**src/sv/hrbe_pkg.sv**
```systemverilog
// ----------------------------------------------------------------------------
// hrbe_pkg
// Shared types and constants for the HTTP response body extractor.
// ----------------------------------------------------------------------------
`default_nettype none

package hrbe_pkg;

	localparam int LengthWidth = 32;

	localparam int NameLen  = 14;
	localparam int PosWidth = 5;
	localparam logic [PosWidth-1:0] DigitPos = PosWidth'(16);
	localparam logic [PosWidth-1:0] PosIdle  = PosWidth'(31);

	localparam logic [8*NameLen-1:0] HdrName = "Content-Length";

	localparam logic [7:0] ChLf    = 8'h0a;
	localparam logic [7:0] ChCr    = 8'h0d;
	localparam logic [7:0] ChZero  = 8'h30;
	localparam logic [7:0] ChNine  = 8'h39;

	typedef enum logic [1:0] {
		PH_HEADER = 2'd0,
		PH_BODY   = 2'd1,
		PH_DONE   = 2'd2,
		PH_ERROR  = 2'd3
	} phase_t;

	typedef enum logic {
		KIND_BODY  = 1'b0,
		KIND_ERROR = 1'b1
	} item_kind_t;

	typedef struct packed {
		item_kind_t kind;
		logic [7:0] data;
		logic       last;
	} item_t;

	function automatic logic [7:0] name_char(input logic [3:0] pos);
		name_char = HdrName[8*(NameLen-1-int'(pos)) +: 8];
	endfunction

endpackage

`default_nettype wire

```
**src/sv/hrbe_front.sv**
```systemverilog
// ----------------------------------------------------------------------------
// hrbe_front
// Header parser: classifies each accepted beat as dropped, body or error.
// ----------------------------------------------------------------------------
`default_nettype none

module hrbe_front
	import hrbe_pkg::*;
(
	input  wire logic       clk,
	input  wire logic       arst_n,
	input  wire logic       accept,
	input  wire logic [7:0] rx_byte,
	input  wire logic       restart,
	output item_t           push_item,
	output logic            push
);

	phase_t                   phase_q, phase_d, phase_e;
	logic [PosWidth-1:0]      pos_q, pos_d, pos_e;
	logic [1:0]               lbc_q, lbc_d, lbc_e;
	logic                     cr_q, cr_d, cr_e;
	logic                     dig_q, dig_d, dig_e;
	logic [LengthWidth-1:0]   len_q, len_d, len_e;
	logic [LengthWidth-1:0]   rem_q, rem_d, rem_e;
	logic [LengthWidth-1:0]   rem_dec;
	logic [LengthWidth+3:0]   len_wide;
	logic [LengthWidth-1:0]   len_next;
	logic                     is_digit;
	logic                     hdr_end;

	assign phase_e = restart ? PH_HEADER : phase_q;
	assign pos_e   = restart ? '0 : pos_q;
	assign lbc_e   = restart ? '0 : lbc_q;
	assign cr_e    = restart ? 1'b0 : cr_q;
	assign dig_e   = restart ? 1'b0 : dig_q;
	assign len_e   = restart ? '0 : len_q;
	assign rem_e   = restart ? '0 : rem_q;

	assign is_digit = (rx_byte >= ChZero) && (rx_byte <= ChNine);
	assign len_wide = ({4'b0, len_e} << 3) + ({4'b0, len_e} << 1)
		+ {{(LengthWidth){1'b0}}, rx_byte[3:0]};
	assign len_next = (len_wide[LengthWidth+3:LengthWidth] != 4'b0) ?
		{LengthWidth{1'b1}} : len_wide[LengthWidth-1:0];
	assign hdr_end  = (lbc_e == 2'd1) && cr_e;
	assign rem_dec  = (rem_e != '0) ? rem_e - LengthWidth'(1) : '0;

	// next state
	always_comb begin
		phase_d = phase_e;
		pos_d   = pos_e;
		lbc_d   = lbc_e;
		cr_d    = cr_e;
		dig_d   = dig_e;
		len_d   = len_e;
		rem_d   = rem_e;
		unique case (phase_e)
			PH_HEADER: begin
				if (rx_byte == ChLf) begin
					lbc_d = '0;
					cr_d  = 1'b0;
					dig_d = 1'b0;
					pos_d = (len_e == '0) ? '0 : PosIdle;
					if (hdr_end) begin
						if (len_e == '0) begin
							phase_d = PH_ERROR;
						end else begin
							phase_d = PH_BODY;
							rem_d   = len_e;
						end
					end
				end else begin
					if (pos_e < PosWidth'(NameLen)) begin
						pos_d = (rx_byte == name_char(pos_e[3:0])) ?
							pos_e + PosWidth'(1) : PosIdle;
					end else if (pos_e < DigitPos) begin
						pos_d = pos_e + PosWidth'(1);
						if (pos_e + PosWidth'(1) == DigitPos) begin
							dig_d = 1'b1;
						end
					end else if (pos_e == DigitPos && dig_e) begin
						if (is_digit) begin
							len_d = len_next;
						end else begin
							dig_d = 1'b0;
							pos_d = PosIdle;
						end
					end else begin
						pos_d = PosIdle;
						dig_d = 1'b0;
					end
					if (lbc_e != 2'd3) begin
						lbc_d = lbc_e + 2'd1;
					end
					cr_d = (rx_byte == ChCr);
				end
			end
			PH_BODY: begin
				rem_d = rem_dec;
				if (rem_dec == '0) begin
					phase_d = PH_DONE;
				end
			end
			default: begin
			end
		endcase
	end

	// outputs
	always_comb begin
		push           = 1'b0;
		push_item.kind = KIND_BODY;
		push_item.data = rx_byte;
		push_item.last = (rem_dec == '0);
		unique case (phase_e)
			PH_HEADER: begin
				if (rx_byte == ChLf && hdr_end && len_e == '0) begin
					push           = accept;
					push_item.kind = KIND_ERROR;
				end
			end
			PH_BODY: begin
				push = accept;
			end
			default: begin
			end
		endcase
	end

	always_ff @(posedge clk or negedge arst_n) begin
		if (!arst_n) begin
			phase_q <= PH_HEADER;
			pos_q   <= '0;
			lbc_q   <= '0;
			cr_q    <= 1'b0;
			dig_q   <= 1'b0;
			len_q   <= '0;
			rem_q   <= '0;
		end else if (accept) begin
			phase_q <= phase_d;
			pos_q   <= pos_d;
			lbc_q   <= lbc_d;
			cr_q    <= cr_d;
			dig_q   <= dig_d;
			len_q   <= len_d;
			rem_q   <= rem_d;
		end
	end

endmodule

`default_nettype wire

```
**src/sv/hrbe_queue.sv**
```systemverilog
// ----------------------------------------------------------------------------
// hrbe_queue
// Two-entry queue between the parser and the output stage.
// ----------------------------------------------------------------------------
`default_nettype none

module hrbe_queue
	import hrbe_pkg::*;
(
	input  wire logic  clk,
	input  wire logic  arst_n,
	input  wire logic  push,
	input  wire item_t push_item,
	output logic       not_full,
	input  wire logic  pop,
	output item_t      pop_item,
	output logic       not_empty
);

	item_t      mem_q [2];
	logic       wr_q;
	logic       rd_q;
	logic [1:0] cnt_q;

	assign not_full  = (cnt_q != 2'd2);
	assign not_empty = (cnt_q != 2'd0);
	assign pop_item  = mem_q[rd_q];

	always_ff @(posedge clk) begin
		if (push) begin
			mem_q[wr_q] <= push_item;
		end
	end

	always_ff @(posedge clk or negedge arst_n) begin
		if (!arst_n) begin
			wr_q  <= 1'b0;
			rd_q  <= 1'b0;
			cnt_q <= 2'd0;
		end else begin
			if (push) begin
				wr_q <= ~wr_q;
			end
			if (pop) begin
				rd_q <= ~rd_q;
			end
			case ({push, pop})
				2'b10:   cnt_q <= cnt_q + 2'd1;
				2'b01:   cnt_q <= cnt_q - 2'd1;
				default: cnt_q <= cnt_q;
			endcase
		end
	end

endmodule

`default_nettype wire

```
**src/sv/hrbe_back.sv**
```systemverilog
// ----------------------------------------------------------------------------
// hrbe_back
// Output stage: formats queued items into result beats and holds them.
// ----------------------------------------------------------------------------
`default_nettype none

module hrbe_back
	import hrbe_pkg::*;
(
	input  wire logic       clk,
	input  wire logic       arst_n,
	input  wire item_t      q_item,
	input  wire logic       q_valid,
	output logic            q_pop,
	output logic            out_valid,
	input  wire logic       out_ready,
	output logic [7:0]      body_byte,
	output logic            last_of_body,
	output logic            error_flag
);

	logic       valid_q;
	logic [7:0] byte_q;
	logic       last_q;
	logic       err_q;

	assign q_pop        = q_valid && (!valid_q || out_ready);
	assign out_valid    = valid_q;
	assign body_byte    = byte_q;
	assign last_of_body = last_q;
	assign error_flag   = err_q;

	always_ff @(posedge clk) begin
		if (q_pop) begin
			if (q_item.kind == KIND_ERROR) begin
				byte_q <= 8'h00;
				last_q <= 1'b0;
				err_q  <= 1'b1;
			end else begin
				byte_q <= q_item.data;
				last_q <= q_item.last;
				err_q  <= 1'b0;
			end
		end
	end

	always_ff @(posedge clk or negedge arst_n) begin
		if (!arst_n) begin
			valid_q <= 1'b0;
		end else if (q_pop) begin
			valid_q <= 1'b1;
		end else if (out_ready) begin
			valid_q <= 1'b0;
		end
	end

endmodule

`default_nettype wire

```
**src/sv/http_response_body_extractor.sv**
```systemverilog
// ----------------------------------------------------------------------------
// http_response_body_extractor
// Strips the header of an HTTP response and passes Content-Length body bytes.
// ----------------------------------------------------------------------------
// Input channel: one response byte per beat (rx_byte), with restart set on a
// beat to bring the parser back to the header phase before that byte.
// Output channel: one result per body byte (last_of_body marks the final
// byte of the Content-Length count), or a single error beat (error_flag set,
// body_byte zero) when the header ends without a nonzero length. Header
// bytes and bytes after the body or the error produce no beat.
// Path: a body byte passes the queue and then the output register. Throughput:
// one byte per cycle while in_ready is high; the parser updates its state in
// the accepting cycle and the length multiply-add fits that cycle.
// Stalls: a two-entry queue sits between the parser and the output register;
// in_ready drops only when that queue is full, so input keeps flowing while
// one result waits at the output.
// Reset: arst_n returns the parser to the header phase with zero length and
// empties the queue and output register.
// ----------------------------------------------------------------------------
`default_nettype none

module http_response_body_extractor
	import hrbe_pkg::*;
(
	input  wire logic       clk,
	input  wire logic       arst_n,
	input  wire logic       in_valid,
	output logic            in_ready,
	input  wire logic [7:0] rx_byte,
	input  wire logic       restart,
	output logic            out_valid,
	input  wire logic       out_ready,
	output logic [7:0]      body_byte,
	output logic            last_of_body,
	output logic            error_flag
);

	item_t push_item;
	item_t pop_item;
	logic  push;
	logic  pop;
	logic  not_full;
	logic  not_empty;
	logic  accept;

	assign in_ready = not_full;
	assign accept   = in_valid && not_full;

	hrbe_front u_front (
		.clk       (clk),
		.arst_n    (arst_n),
		.accept    (accept),
		.rx_byte   (rx_byte),
		.restart   (restart),
		.push_item (push_item),
		.push      (push)
	);

	hrbe_queue u_queue (
		.clk       (clk),
		.arst_n    (arst_n),
		.push      (push),
		.push_item (push_item),
		.not_full  (not_full),
		.pop       (pop),
		.pop_item  (pop_item),
		.not_empty (not_empty)
	);

	hrbe_back u_back (
		.clk          (clk),
		.arst_n       (arst_n),
		.q_item       (pop_item),
		.q_valid      (not_empty),
		.q_pop        (pop),
		.out_valid    (out_valid),
		.out_ready    (out_ready),
		.body_byte    (body_byte),
		.last_of_body (last_of_body),
		.error_flag   (error_flag)
	);

endmodule

`default_nettype wire
```
**config.mk**
```make
export PLATFORM = sky130hd
export DESIGN_NAME = http_response_body_extractor
export DESIGN_NICKNAME = d
export VERILOG_FILES = /design/src/sv/hrbe_pkg.sv /design/src/sv/hrbe_front.sv /design/src/sv/hrbe_queue.sv /design/src/sv/hrbe_back.sv /design/src/sv/http_response_body_extractor.sv
export SDC_FILE = /design/constraint.sdc
export NUM_CORES = 1
export LEC_CHECK = 0
export ABC_CLOCK_PERIOD_IN_PS = 6100
export BUFFER_PORTS_ARGS = -buffer_cell sky130_fd_sc_hd__buf_2
export CORE_MARGIN = 2
export CORE_UTILIZATION = 55
export DETAILED_ROUTE_END_ITERATION = 8
export MAX_ROUTING_LAYER = met4
export PLACE_DENSITY = 0.73
export RECOVER_POWER = 25
export SETUP_SLACK_MARGIN = 0.5
export SLEW_MARGIN = 30
export SYNTH_ARGS = -nofsm -noshare
export SYNTH_HDL_FRONTEND = slang
export SYNTH_SLANG_ARGS = --single-unit
```
**constraint.sdc**
```tcl
create_clock -name clk -period 6.1 [get_ports clk]
set_input_delay 0.915 -clock clk [delete_from_list [all_inputs] [get_ports clk]]
set_output_delay 0.915 -clock clk [all_outputs]
set_load 0.05 [all_outputs]
```
Yosys cells after proc, flatten, opt, wreduce, memory -nomap -nowiden
Memories as Yosys holds them, arrays and structs flattened.
Cells that the tools add are included.
Cells by class
  bitwise operators: 2
  order comparisons: 4
  shift-type cells: 1
  eq/ne operators: 11
  reductions and logical operators: 17
  muxes and demuxes: 54
  add/subtract/negate cells: 8
Operator list (count)
  32-bit 2-to-1 mux: 13
  112-bit by 32-bit indexed part select with 8-bit output (first input constant): 1
  32-bit logical NOT: 2
  32-bit case mux with 2 select lines: 1
  5-bit 2-to-1 mux: 9
  35-bit by 33-bit adder with 36-bit output: 1
  36-bit by 4-bit adder with 36-bit output: 1
  32-bit nonzero test: 1
  32-bit by 1-bit subtractor with 32-bit output (second input constant): 1
  1-bit 2-to-1 mux: 19
  2-bit 2-to-1 mux: 9
  8-bit by 4-bit equality test with 1-bit output (second input constant): 2
  5-bit equality test (second input constant): 2
  8-bit equality test: 1
  8-bit by 6-bit >= comparator with 1-bit output (second input constant): 1
  8-bit by 6-bit less-or-equal comparator with 1-bit output (second input constant): 1
  2-bit case mux with 2 select lines: 2
  1-bit logical AND: 7
  2-bit by 1-bit equality test with 1-bit output (second input constant): 3
  2-bit nonzero test: 3
  5-bit by 1-bit adder with 5-bit output (second input constant): 1
  5-bit by 4-bit < comparator with 1-bit output (second input constant): 1
  5-bit < comparator (second input constant): 1
  4-bit by 4-bit subtractor with 5-bit output (first input constant): 1
  other kinds (10): 13
Storage, ports and cells
  register bits: 90
  memories kept: 1
  output and inout bits: 12
  input bits: 13
  word-level logic and storage cells: 112
  memory bits (writable): 20
Memory list
  u_queue.mem_q: depth 2, width 10, read ports 1, clocked after Yosys merged registers in 0, wr ports 1, RTL line hrbe_queue.sv:20  | item_t mem_q [2];

Logic depth before layout (Yosys ltp)
  depth in word-level cells: 11
  depth in mapped cells: 19
  gate-level depth less buffers: 14

By module
A second synthesis with hierarchy kept.
Second synthesis, totals
  cell total of the unflattened synthesis: 1172
  area total of the unflattened synthesis: 9474.1 µm²
By module, submodules not included
  hrbe_front: seq. area each 1876.8 µm², area each 8152.8 µm², instances 1, cells an instance 1101
  hrbe_queue: seq. area each 700.7 µm², area each 907.1 µm², instances 1, cells an instance 47
  hrbe_back: seq. area each 325.3 µm², area each 407.9 µm², instances 1, cells an instance 23
  http_response_body_extractor: seq. area each 0.0 µm², area each 6.3 µm², instances 1, cells an instance 1

Worst setup path before layout
Ideal clock, no wire load.
  path kind: input to register
  start: in restart
  end: reg u_front.len_q[13]
  arrival time: 5350 ps
  required time: 5977 ps
  path slack: 627 ps
  stages on the path: 19
  cells stage by stage: clkbuf_1 -> buf_1 -> clkbuf_1 -> clkbuf_1 -> clkbuf_1 -> nor2b_1 -> fa_1 -> inv_1 -> fa_1 -> nand2b_1 -> a21oi_1 -> o21ai_1 -> a211oi_1 -> o21ai_0 -> nand3_1 -> nand4b_1 -> o21ai_1 -> buf_2 -> nand2_1
Between the ends
  word-level cells in the longest chain between the ends: 11
RTL lines
  start: declaration: RTL line http_response_body_extractor.sv:30  | input wire logic restart,
  32-bit 2-to-1 mux: RTL line hrbe_front.sv:37  | assign len_e = restart ? '0 : len_q;
  35-bit by 33-bit adder with 36-bit output: RTL line hrbe_front.sv:41  | assign len_wide = ({4'b0, len_e} << 3) + ({4'b0, len_e} << 1)
  36-bit by 4-bit adder with 36-bit output: RTL line hrbe_front.sv:42  | + {{(LengthWidth){1'b0}}, rx_byte[3:0]};
  4-bit nonzero test: RTL line hrbe_front.sv:43  | assign len_next = (len_wide[LengthWidth+3:LengthWidth] != 4'b0) ?
  32-bit 2-to-1 mux: RTL line hrbe_front.sv:43
  32-bit 2-to-1 mux: RTL line hrbe_front.sv:82  | if (is_digit) begin
  32-bit 2-to-1 mux: RTL line hrbe_front.sv:81  | end else if (pos_e == DigitPos && dig_e) begin
  32-bit 2-to-1 mux: RTL line hrbe_front.sv:76  | end else if (pos_e < DigitPos) begin
  32-bit 2-to-1 mux: RTL line hrbe_front.sv:73  | if (pos_e < PosWidth'(NameLen)) begin
  32-bit 2-to-1 mux: RTL line hrbe_front.sv:59  | if (rx_byte == ChLf) begin
  32-bit 2-to-1 mux *: RTL line hrbe_front.sv:57  | unique case (phase_e)
  end signal: assignment: RTL line hrbe_front.sv:145  | len_q <= len_d;
  end: declaration: RTL line hrbe_front.sv:24  | logic [LengthWidth-1:0] len_q, len_d, len_e;
Every way passes the cells marked *; elsewhere a longest branch is shown, timed or not.
A chain may end at the register's enable or synchronous reset.

Final worst setup path
  start: in restart
  end: reg u_front.len_q[8]
Same word-level chain as after synthesis.

==> results.ini <==
[cells_and_area]
nFillCells=1523
num_antenna_cells=0
layout.nets=1171
drive_above_1_share=0.0696
fin_cells=1312
area_growth_syn_to_layout_pct=5.48

[global_routing]
grt_pass1_wl_um=41800
grt_pass1_vias=7788
overflow=0
grt_max_degree=46
antenna_found_initial=0
grt_usage=0.303

[clock_network]
htree_levels=3
hold_buffers=0
cts_root_buf=clkbuf_16
cts_sinks=110
cts-resized-gates=0
cts_buffers=9
cts_tree=built
path_clk_slew_ns=0.08
postCtsSetupBuffers=0
clock_path_buffers=2
clock_latency_ns=0.37

[logic_synthesis]
yosysSeqAreaShare=0.315
synth_cells=1103
yosys-top-cells-area=dfrtp_1 22%, edfxtp_1 9.8%, ha_1 9.4%
ys.flop_type=dfrtp_1
synthTopCellsByCount=126 x nand2_1, 92 x nor2_1, 82 x a21oi_1
avgSynthCellArea_um2=8.36
synth_nets=1187
ys_types=80
synth_edf_count=30
synth.top_cell.area_share=0.217
yosys.area.top_type=dfrtp_1
synth_warnings=0
async_reset_ff_frac=0.727
ys_ff_latch=110
post-synth-top-count-cell=nand2_1
syn-cell-area_mm2=0.00922

[place]
portBuffers=24
hpwlAfterDp_um=19200
place_congestion=1.02
placedCellCount=1296

[setup_path]
arrival_ns=5.21
worstSetupEndpointType=flop
crit_start=restart
worstRegToRegCells=13
cp_data_required_time_ns=6.32
path_max_fanout=39
r2r_setup_slack_ns=1.87
path_class=in -> reg
crit_path_start_kind=primary input
rr_startpoint=u_front.len_q[0]

[timing]
fin_crit_sh=0.819
setup_tns_ns=0
hold_viol=0
tightestPinTransition_ns=2.52
slew_headroom=-0.680
skew_ns=0.0144
rsz0062_at_grt=false
setup_viol=0
period_minus_slack_ns=4.99
slew_violations=79
fmaxAchievable_mhz=200

[min_path]
worst_hold_path_type=in -> async

[outcome]
violations=capacitance limit, slew limit
status=complete, but fails checks

[flow_run]
maxCapViolations=2

[floorplanning]
dieArea_mm2=0.0178
start_util=0.560
die_h_um=133
rows=47
io_pins=25
die_x_um=133
core_mm2=0.0165

[route]
dr.pass1.iters=5
drc_errors=0
num_vias=8526
drt-initial-drc-count=958
wl_per_cell_um=19.4
wl_um=25400
antenna_left=0
via_per_inst=6.50

[power_and_ir_drop]
p_per_area_mw_per_mm2=249
p_leak_nw=4.28
peakVddDrop_v=0.000260

[per-stage QoR]
stage | total power [mW] | hold slack [ns] | setup WS (ns) | util | instance area, µm²
5_1_grt | 2.56 | 0.397 | 0.663 | 0.591 | 9720
3_3_place_gp | 1.84 | 0.467 | 0.901 | 0.574 | 9450
4_1_cts | 2.42 | 0.327 | 1.14 | 0.593 | 9760
6_report | 2.42 | 0.381 | 1.11 | 0.591 | 9720
3_5_place_dp | 1.86 | 0.474 | 0.761 | 0.576 | 9490
2_1_floorplan | 1.64 | 0.443 | 0.627 | - | 9220
[cell families (layout without fill, tap and decap cells)]
logic type / after synthesis / count (layout) / synth area share
muxes: 29 / 29 / 0.0319
buffers and inverters: 95 / 84 / 0.0424
xor gates and xnor gates: 52 / 52 / 0.0494
DFF: 110 / 110 / 0.315
and+or+nand+nor: 407 / 407 / 0.227
AOI/OAI and AO/OA: 339 / 339 / 0.236
adders and majority gates: 71 / 71 / 0.0980
[critical path: stages]
cell and delay [ns]:
buf_2 0.57, nor2b_1 0.22, fa_1 0.59, inv_1 0.07, fa_1 0.44, nand2b_1 0.18, a21oi_1 0.28, o21ai_1 0.16
a211oi_1 0.30, o21ai_0 0.15, nand3_1 0.10, nand4b_1 0.26, nor3_1 0.73, o21ai_0 0.21
[area by class of cell]
cell class | count | area, µm² | share of cell area
clock buffer | 10 | 229 | 0.0235
clock inverter | 6 | 45.0 | 0.00463
inverter | 28 | 105 | 0.0108
multi-input combinational | 898 | 5940 | 0.611
sequential | 110 | 2900 | 0.299
tap | 220 | 275 | 0.0283
timing repair buffer | 40 | 221 | 0.0228
[flip-flops by register name, summed over array words and instances, names as in the netlist, 2 cells and up]
signal            count
u_front.len_q        32
u_front.rem_q        32
u_queue.mem_q        20
u_back.body_byte      8
u_front.pos_q         5
u_front.lbc_q         2
u_front.phase_q       2
u_queue.cnt_q         2
[placed cells by master (no fill, tap or decap), types with 12 or more instances in the layout]
cell,synthesis,final
nor4_1,28,28
o21ai_0,81,79
buf_4,2,14
o21ai_1,14,15
clkbuf_1,46,12
a22oi_1,31,31
xnor2_1,31,31
mux2i_1,26,26
edfxtp_1,30,30
a21oi_1,82,81
xor2_1,21,21
nor2_1,92,91
a31oi_1,17,17
inv_1,27,27
buf_2,15,15
o211ai_1,15,15
ha_1,69,69
nor2b_1,40,40
nor3_1,16,15
dfrtp_1,80,80
nand3_1,25,25
nand2_1,126,126
[metal layers]
layer	vias to the layer above	global-route usage	part of all wire
met5	-	-	0
met4	0	0.0969	0.022
met3	49	0.0377	0.072
met2	345	0.438	0.44
met1	4086	0.443	0.47
li1	4046	-	-
[power breakdown]
part	internal, mW	switching (mW)
registers	0.839	0.0836
logic	0.329	0.610
clock network	0.280	0.279
[final timing paths]
path	endpoint
setup reg to reg	u_front.len_q[8]
setup / recovery	u_front.len_q[8]
min in group clk	u_front.cr_q
hold reg to reg	u_front.cr_q
hold / removal	u_queue.rd_q
max in group asynchronous	u_front.len_q[12]
(Power assumes the default switching activity.)
